==> src/rtl/gqv_pkg.sv <==
// ----------------------------------------------------------------------------
// Glyph quad vertex generator package
// Command codes, register indexes and field widths of the glyph stream.
// ----------------------------------------------------------------------------
package gqv_pkg;

	typedef enum logic [1:0] {
		CMD_BEGIN   = 2'd0,
		CMD_GLYPH   = 2'd1,
		CMD_MISSING = 2'd2,
		CMD_EOF     = 2'd3
	} cmd_t;

	localparam int CFG_INDEX_W = 3;
	localparam int CFG_DATA_W  = 26;

	typedef enum logic [CFG_INDEX_W-1:0] {
		REG_FRAME_WIDTH    = 3'd0,
		REG_NDC_SCALE_X    = 3'd1,
		REG_NDC_SCALE_Y    = 3'd2,
		REG_INV_TEX_WIDTH  = 3'd3,
		REG_INV_TEX_HEIGHT = 3'd4,
		REG_LINE_HEIGHT    = 3'd5
	} reg_index_t;

	localparam int IN_DATA_W  = 64;
	localparam int OUT_DATA_W = 80;

	localparam logic [12:0] FRAME_WIDTH_RST    = 13'd1024;
	localparam logic [25:0] NDC_SCALE_X_RST    = 26'd32768;
	localparam logic [25:0] NDC_SCALE_Y_RST    = 26'd32768;
	localparam logic [24:0] INV_TEX_WIDTH_RST  = 25'd65536;
	localparam logic [24:0] INV_TEX_HEIGHT_RST = 25'd65536;
	localparam logic [7:0]  LINE_HEIGHT_RST    = 8'd14;

	localparam logic [1:0] CORNER_LAST = 2'd3;

endpackage

==> src/rtl/glyph_quad_vertex_generator.sv <==
// ----------------------------------------------------------------------------
// Glyph quad vertex generator
// Turns glyph commands into four textured corner vertices per found glyph.
// ----------------------------------------------------------------------------
// A found glyph is held in stage-1 registers; each vertex is registered for output.
// Throughput: one vertex per cycle while the output is not stalled, set by the single
// vertex datapath; begin, missing and end words never occupy that datapath.
// The next word is taken while the fourth vertex leaves.
// Reset: pen, line start and vertex counter clear; registers take defaults.
// ----------------------------------------------------------------------------
module glyph_quad_vertex_generator
	import gqv_pkg::*;
(
	input  logic                   clk,
	input  logic                   arst_n,
	input  logic                   s_tvalid,
	output logic                   s_tready,
	// origin_x, origin_y, glyph_width, glyph_height, tex_x, tex_y
	input  logic [IN_DATA_W-1:0]   s_tdata,
	// command
	input  logic [1:0]             s_tuser,
	output logic                   m_tvalid,
	input  logic                   m_tready,
	// ndc_x, ndc_y, tex_u, tex_v, vertex_index
	output logic [OUT_DATA_W-1:0]  m_tdata,
	// corner
	output logic [1:0]             m_tuser,
	output logic                   m_tlast,
	input  logic                   cfg_valid,
	output logic                   cfg_ready,
	input  logic [CFG_INDEX_W-1:0] cfg_index,
	input  logic [CFG_DATA_W-1:0]  cfg_data
);

	logic [12:0] frame_width_q;
	logic [25:0] ndc_scale_x_q;
	logic [25:0] ndc_scale_y_q;
	logic [24:0] inv_tex_width_q;
	logic [24:0] inv_tex_height_q;
	logic [7:0]  line_height_q;

	logic [15:0]        pen_x_q;
	logic signed [15:0] pen_y_q;
	logic [11:0]        line_start_x_q;
	logic [15:0]        vertex_count_q;

	logic               busy_s1;
	logic [1:0]         corner_s1;
	logic [15:0]        px_s1;
	logic signed [15:0] py_s1;
	logic [7:0]         gw_s1;
	logic [7:0]         gh_s1;
	logic [11:0]        tx_s1;
	logic [11:0]        ty_s1;
	logic [15:0]        vbase_s1;

	logic        out_valid_q;
	logic [79:0] out_data_q;
	logic [1:0]  out_corner_q;
	logic        out_last_q;

	cmd_t        in_cmd;
	logic [11:0] in_ox, in_oy, in_tx, in_ty;
	logic [7:0]  in_gw, in_gh;
	logic        in_fire, adv, adv_last;

	logic [15:0]        nx;
	logic signed [16:0] ny;
	logic signed [15:0] ny_sat;

	logic                cx, cy;
	logic [16:0]         vx;
	logic signed [16:0]  vy;
	logic [12:0]         tu, tv;
	logic [42:0]         prod_x;
	logic signed [43:0]  prod_y;
	logic [37:0]         prod_u, prod_v;
	logic signed [35:0]  ndc_x_w;
	logic signed [35:0]  ndc_y_w;
	logic signed [44:0]  rnd_y;
	logic [43:0]         rnd_x;
	logic [29:0]         tu_q, tv_q;
	logic [15:0]         ndc_x_sat, ndc_y_sat, tex_u_sat, tex_v_sat;

	assign in_cmd = cmd_t'(s_tuser);
	assign in_ox  = s_tdata[11:0];
	assign in_oy  = s_tdata[23:12];
	assign in_gw  = s_tdata[31:24];
	assign in_gh  = s_tdata[39:32];
	assign in_tx  = s_tdata[51:40];
	assign in_ty  = s_tdata[63:52];

	assign adv      = busy_s1 && (!out_valid_q || m_tready);
	assign adv_last = adv && (corner_s1 == CORNER_LAST);
	assign s_tready = !busy_s1 || adv_last;
	assign in_fire  = s_tvalid && s_tready;
	assign cfg_ready = 1'b1;

	// pen advance and wrap
	always_comb begin
		nx = pen_x_q + {8'd0, in_gw};
		ny = {pen_y_q[15], pen_y_q} - $signed({9'd0, line_height_q});
		if (ny < -17'sd32768) begin
			ny_sat = -16'sd32768;
		end else begin
			ny_sat = ny[15:0];
		end
	end

	// vertex datapath
	always_comb begin
		cx = corner_s1[0];
		cy = corner_s1[1];
		vx = {1'b0, px_s1} + (cx ? {9'd0, gw_s1} : 17'd0);
		vy = {py_s1[15], py_s1} - (cy ? $signed({8'd0, gh_s1} + 17'd1) : 17'sd0);
		tu = {1'b0, tx_s1} + (cx ? {5'd0, gw_s1} : 13'd0);
		tv = {1'b0, ty_s1} + (cy ? ({5'd0, gh_s1} + 13'd1) : 13'd0);

		prod_x = {26'd0, vx} * {17'd0, ndc_scale_x_q};
		prod_y = {{27{vy[16]}}, vy} * $signed({18'd0, ndc_scale_y_q});
		prod_u = {25'd0, tu} * {13'd0, inv_tex_width_q};
		prod_v = {25'd0, tv} * {13'd0, inv_tex_height_q};

		rnd_x   = {1'b0, prod_x} + 44'd512;
		ndc_x_w = $signed({2'b00, rnd_x[43:10]}) - 36'sd16384;
		rnd_y   = {prod_y[43], prod_y} + 45'sd512;
		ndc_y_w = $signed(rnd_y[44:10]) + 36'sd16384;
		tu_q    = 30'((prod_u + 38'd128) >> 8);
		tv_q    = 30'((prod_v + 38'd128) >> 8);

		if (ndc_x_w > 36'sd32767) begin
			ndc_x_sat = 16'h7FFF;
		end else if (ndc_x_w < -36'sd32768) begin
			ndc_x_sat = 16'h8000;
		end else begin
			ndc_x_sat = ndc_x_w[15:0];
		end
		if (ndc_y_w > 36'sd32767) begin
			ndc_y_sat = 16'h7FFF;
		end else if (ndc_y_w < -36'sd32768) begin
			ndc_y_sat = 16'h8000;
		end else begin
			ndc_y_sat = ndc_y_w[15:0];
		end
		tex_u_sat = (tu_q > 30'd65535) ? 16'hFFFF : tu_q[15:0];
		tex_v_sat = (tv_q > 30'd65535) ? 16'hFFFF : tv_q[15:0];
	end

	always_ff @(posedge clk or negedge arst_n) begin
		if (!arst_n) begin
			frame_width_q    <= FRAME_WIDTH_RST;
			ndc_scale_x_q    <= NDC_SCALE_X_RST;
			ndc_scale_y_q    <= NDC_SCALE_Y_RST;
			inv_tex_width_q  <= INV_TEX_WIDTH_RST;
			inv_tex_height_q <= INV_TEX_HEIGHT_RST;
			line_height_q    <= LINE_HEIGHT_RST;
		end else if (cfg_valid && cfg_ready) begin
			unique case (cfg_index)
				REG_FRAME_WIDTH:    frame_width_q    <= cfg_data[12:0];
				REG_NDC_SCALE_X:    ndc_scale_x_q    <= cfg_data[25:0];
				REG_NDC_SCALE_Y:    ndc_scale_y_q    <= cfg_data[25:0];
				REG_INV_TEX_WIDTH:  inv_tex_width_q  <= cfg_data[24:0];
				REG_INV_TEX_HEIGHT: inv_tex_height_q <= cfg_data[24:0];
				REG_LINE_HEIGHT:    line_height_q    <= cfg_data[7:0];
				default: ;
			endcase
		end
	end

	// pen state and vertex counter, updated as each word is taken
	always_ff @(posedge clk or negedge arst_n) begin
		if (!arst_n) begin
			pen_x_q        <= '0;
			pen_y_q        <= '0;
			line_start_x_q <= '0;
			vertex_count_q <= '0;
		end else if (in_fire) begin
			case (in_cmd)
				CMD_BEGIN: begin
					pen_x_q        <= {4'd0, in_ox};
					line_start_x_q <= in_ox;
					pen_y_q        <= -$signed({4'd0, in_oy});
				end
				CMD_GLYPH: begin
					vertex_count_q <= vertex_count_q + 16'd4;
					if (nx >= {3'd0, frame_width_q}) begin
						pen_x_q <= {4'd0, line_start_x_q};
						pen_y_q <= ny_sat;
					end else begin
						pen_x_q <= nx;
					end
				end
				CMD_MISSING: vertex_count_q <= vertex_count_q + 16'd4;
				default: vertex_count_q <= '0;
			endcase
		end
	end

	always_ff @(posedge clk or negedge arst_n) begin
		if (!arst_n) begin
			busy_s1   <= 1'b0;
			corner_s1 <= '0;
		end else if (in_fire && in_cmd == CMD_GLYPH) begin
			busy_s1   <= 1'b1;
			corner_s1 <= '0;
		end else if (adv_last) begin
			busy_s1   <= 1'b0;
			corner_s1 <= '0;
		end else if (adv) begin
			corner_s1 <= corner_s1 + 2'd1;
		end
	end

	always_ff @(posedge clk) begin
		if (in_fire && in_cmd == CMD_GLYPH) begin
			px_s1    <= pen_x_q;
			py_s1    <= pen_y_q;
			gw_s1    <= in_gw;
			gh_s1    <= in_gh;
			tx_s1    <= in_tx;
			ty_s1    <= in_ty;
			vbase_s1 <= vertex_count_q;
		end
	end

	always_ff @(posedge clk or negedge arst_n) begin
		if (!arst_n) begin
			out_valid_q <= 1'b0;
		end else if (adv) begin
			out_valid_q <= 1'b1;
		end else if (m_tready) begin
			out_valid_q <= 1'b0;
		end
	end

	always_ff @(posedge clk) begin
		if (adv) begin
			out_data_q   <= {vbase_s1 + {14'd0, corner_s1}, tex_v_sat, tex_u_sat,
				ndc_y_sat, ndc_x_sat};
			out_corner_q <= corner_s1;
			out_last_q   <= (corner_s1 == CORNER_LAST);
		end
	end

	assign m_tvalid = out_valid_q;
	assign m_tdata  = out_data_q;
	assign m_tuser  = out_corner_q;
	assign m_tlast  = out_last_q;

	a_last_on_final_corner: assert property (@(posedge clk) disable iff (!arst_n)
		m_tvalid |-> (m_tlast == (m_tuser == CORNER_LAST)))
		else $error("last flag out of step with corner");

	a_ready_only_at_quad_end: assert property (@(posedge clk) disable iff (!arst_n)
		s_tready && busy_s1 |-> corner_s1 == CORNER_LAST && adv)
		else $error("word taken while a quad is still in flight");

	a_quad_continues: assert property (@(posedge clk) disable iff (!arst_n)
		m_tvalid && m_tready && !m_tlast |-> busy_s1 && corner_s1 == m_tuser + 2'd1)
		else $error("vertex sequence of a quad broken");

	a_pen_y_not_up: assert property (@(posedge clk) disable iff (!arst_n)
		pen_y_q[15] || pen_y_q == 16'sd0)
		else $error("pen y above origin line");

	a_idle_corner_zero: assert property (@(posedge clk) disable iff (!arst_n)
		!busy_s1 |-> corner_s1 == 2'd0)
		else $error("corner counter running while idle");

endmodule
==> config.mk <==
export PLATFORM = sky130hd
export DESIGN_NAME = glyph_quad_vertex_generator
export DESIGN_NICKNAME = d
export VERILOG_FILES = /design/src/rtl/gqv_pkg.sv /design/src/rtl/glyph_quad_vertex_generator.sv
export SDC_FILE = /design/constraint.sdc
export NUM_CORES = 2
export LEC_CHECK = 0
export BUFFER_PORTS_ARGS = -buffer_cell sky130_fd_sc_hd__buf_2
export CAP_MARGIN = 20
export CORE_UTILIZATION = 65
export DETAILED_ROUTE_END_ITERATION = 16
export PLACE_DENSITY = 0.83
export SLEW_MARGIN = 20
export SYNTH_ARGS = -nofsm -noshare
export SYNTH_HDL_FRONTEND = slang
export SYNTH_SLANG_ARGS = --single-unit
export TNS_END_PERCENT = 30
==> constraint.sdc <==
create_clock -name clk -period 18 [get_ports clk]
set_input_delay 0.9 -clock clk [delete_from_list [all_inputs] [get_ports clk]]
set_output_delay 0.9 -clock clk [all_outputs]
set_load 0.01 [all_outputs]
==> flow_metrics.tcl <==
set metrics [dict create \
    tritoncts "yes" \
    synth_nets 9182 \
    fin_skew_ns 0.0134 \
    ys_seq_elements 352 \
    cts_sinks 352 \
    rsz0062_at_grt "false" \
    design.core.area_um2 102000 \
    portBuffers 184 \
    grt_first_pass_wirelength_um 284000 \
    status "completed" \
    setup_viol 0 \
    yosysWarnings 0 \
    post-cts-setup-buffer-count 0 \
    cp.required_ns 18.33 \
    clk_pin_slew_ns 0.07 \
    antenna_found_initial 28 \
    yosys.area.top_type "fa_1" \
    setup_tns_ns 0 \
    end_kind "flip-flop" \
    synth-main-ff-cell "dfrtp_1" \
    hold_buffers 0 \
    max-slew-margin-rel 0.250 \
    track_usage 0.344 \
    crit_fanout 26 \
    synth_area_per_cell_um2 9.27 \
    clockBufferDepth 3 \
    routed_wl_um 172000 \
    netlist_instances 7280 \
    synth_edf_count 167 \
    pin_count 186 \
    antenna_left 0 \
    finalHoldViolCount 0 \
    wire_per_inst_um 19.9 \
    initial_core_util 0.660 \
    die-area_um2 105000 \
    root_buffer "clkbuf_16" \
    globalplace.congestion 0.959 \
    cpMostUsedCell "fa_1" \
    synth-seq-area-share 0.143 \
    vias 51100 \
    area.growth.synth_to_final_pct 5.27 \
    drt_pass1_iterations 6 \
    max_stage_delay_ns 0.79 \
    synth_cell_types 106 \
    cp_slowest_cell "o21ai_1" \
    wl_met2_um 83300 \
    clock_latency_ns 0.62 \
    top_layer "met5" \
    synth_area_leaders "fa_1, ha_1, inv_1, edfxtp_1, dfrtp_1" \
    yosysTopAreaCellShare 0.365 \
    hpwlAfterDp_um 135000 \
    layout-drive-gt1-share 0.0750 \
    cts-resized-gates 0 \
    grt_max_degree 109 \
    period_share 0.696 \
    die_y_um 324 \
    worst_pin_slew_ns 1.13 \
    dieWidth_um 324 \
    drt_iter0_markers 3443 \
    grt_pass1_vias 55500 \
    met3_length_um 16300 \
    ctsHtreeMaxLevel 2 \
    fin_crit_ns 12.53 \
    synth_area_um2 67500 \
    row_count 117 \
    grt_overflow_total 0 \
    wl_met1_um 64100 \
    drcViolationCount 0 \
    maxCapViolCount 0 \
    final_nets 9139 \
    cts_made_buffers 42 \
    fmax_mhz 79.8 \
    synth_common_cells "inv_1, fa_1, nand2_1" \
    min_path_type "in -> async" \
    async_reset_ff_frac 0.526 \
    cp.arrival_ns 12.86 \
    crit_type "reg -> reg" \
    nFillCells 7571 \
    maxSlewViolCount 0 \
    start_kind "flip-flop" \
    viasPerCell 5.91 \
    yosysMostFrequentCell "inv_1" \
]
-- per-layer routing --
| metal | vias up | GRT usage |
|---|---|---|
| li1 | 22500 | - |
| met1 | 25800 | 0.425 |
| met2 | 2254 | 0.576 |
| met3 | 583 | 0.0778 |
| met4 | 36 | 0.161 |
| met5 | - | 0 |
-- stage by stage --
stage	utilization	hold WS [ns]	instance area (um^2)	setup WS, ns	instances
5_1_grt	0.694	0.425	71100	4.51	8644
6_report	0.695	0.374	71100	5.47	8648
4_1_cts	0.694	0.418	71000	5.57	8638
3_3_place_gp	0.681	0.404	69600	6.04	8561
3_5_place_dp	0.681	0.405	69600	5.60	8561
2_1_floorplan	-	0.423	67500	7.52	7280
-- cells by family (layout without fill, tap and decap cells) --
kind of cell             count (synthesis)  after routing  synth area share
other                                    1             11         0.0000555
AND/OR/NAND/NOR                       2276           2276             0.166
adder cells (fa/ha/maj)               1802           1802             0.471
multiplexers                           147            147            0.0241
flip-flops                             352            352             0.143
XOR/XNOR                               195            195            0.0255
buffers and inverters                 1774           1764            0.0992
AO/OA/AOI/OAI                          733            733            0.0714
-- sequential cells by signal, summed over array words and instances (netlist names), 2 cells and up --
signal and cells:
m_tdata 80, ndc_scale_x_q 26, ndc_scale_y_q 26, inv_tex_height_q 25, inv_tex_width_q 25, pen_x_q 16
pen_y_q 16, px_s1 16, py_s1 16, vbase_s1 14, vertex_count_q 14, frame_width_q 13
line_start_x_q 12, tx_s1 12, ty_s1 12, gh_s1 8, gw_s1 8, line_height_q 8
corner_s1 2
-- cell type report --
class / count / area [um^2] / share of cell area
clock inverters: 16 / 148 / 0.00208
clock buffers: 61 / 1230 / 0.0173
diodes: 10 / 25.0 / 0.000352
flip-flops and latches: 352 / 9650 / 0.136
repair buffers: 250 / 1430 / 0.0201
multi-input cells: 5154 / 51500 / 0.724
well taps: 1368 / 1710 / 0.0241
inverters: 1437 / 5400 / 0.0759
-- placed cells by master, fill, tap and decap left out, types with 12 or more instances in the layout --
master / Yosys / layout
a21oi_1: 208 / 207
o21a_1: 35 / 35
nor4_1: 17 / 17
nand4_1: 52 / 52
nand3_1: 58 / 58
o211ai_1: 13 / 13
nand2b_1: 35 / 35
edfxtp_1: 167 / 167
o2111ai_1: 12 / 12
ha_1: 571 / 571
o22ai_1: 20 / 20
fa_1: 1231 / 1231
a31oi_1: 17 / 15
o22a_1: 14 / 14
dfrtp_1: 177 / 177
and3_1: 32 / 32
mux2_2: 126 / 126
buf_2: 13 / 183
mux2i_1: 21 / 21
a211oi_1: 22 / 22
xnor2_1: 117 / 103
nor3_1: 51 / 49
o21bai_1: 33 / 33
or2_2: 22 / 22
or3_1: 43 / 43
inv_1: 1437 / 1436
nor2b_1: 89 / 89
a21o_1: 62 / 62
clkbuf_16: 0 / 44
nor2_1: 166 / 165
xor2_1: 76 / 66
and2_1: 578 / 578
buf_4: 4 / 65
nand2_1: 1072 / 1072
o21ai_0: 148 / 148
-- worst max-delay path: cells and delay by family (launching register included) --
| kind | cells | cell delay [ns] |
|---|---|---|
| buf+inv | 5 | 0.65 |
| fa+ha+maj | 8 | 3.92 |
| simple gates | 9 | 2.15 |
| flops | 1 | 0.54 |
| compound gates | 14 | 4.61 |
| xor+xnor | 2 | 0.33 |
-- worst paths after layout --
check / to / slack (ns) / depth (start not counted) / from
min in group clk: m_tdata[71] / 0.42 / 0 / vbase_s1[7]
min reg2reg: m_tdata[71] / 0.42 / 0 / vbase_s1[7]
max in group asynchronous: ndc_scale_y_q[14] / 16.30 / 2 / arst_n
max reg2reg: m_tdata[5] / 5.47 / 38 / corner_s1[0]
min: inv_tex_height_q[24] / 0.37 / 1 / arst_n
max: m_tdata[5] / 5.47 / 38 / corner_s1[0]
Power is not shown: default switching activity piles up to over one toggle a cycle in this logic, so the estimate is an artifact.
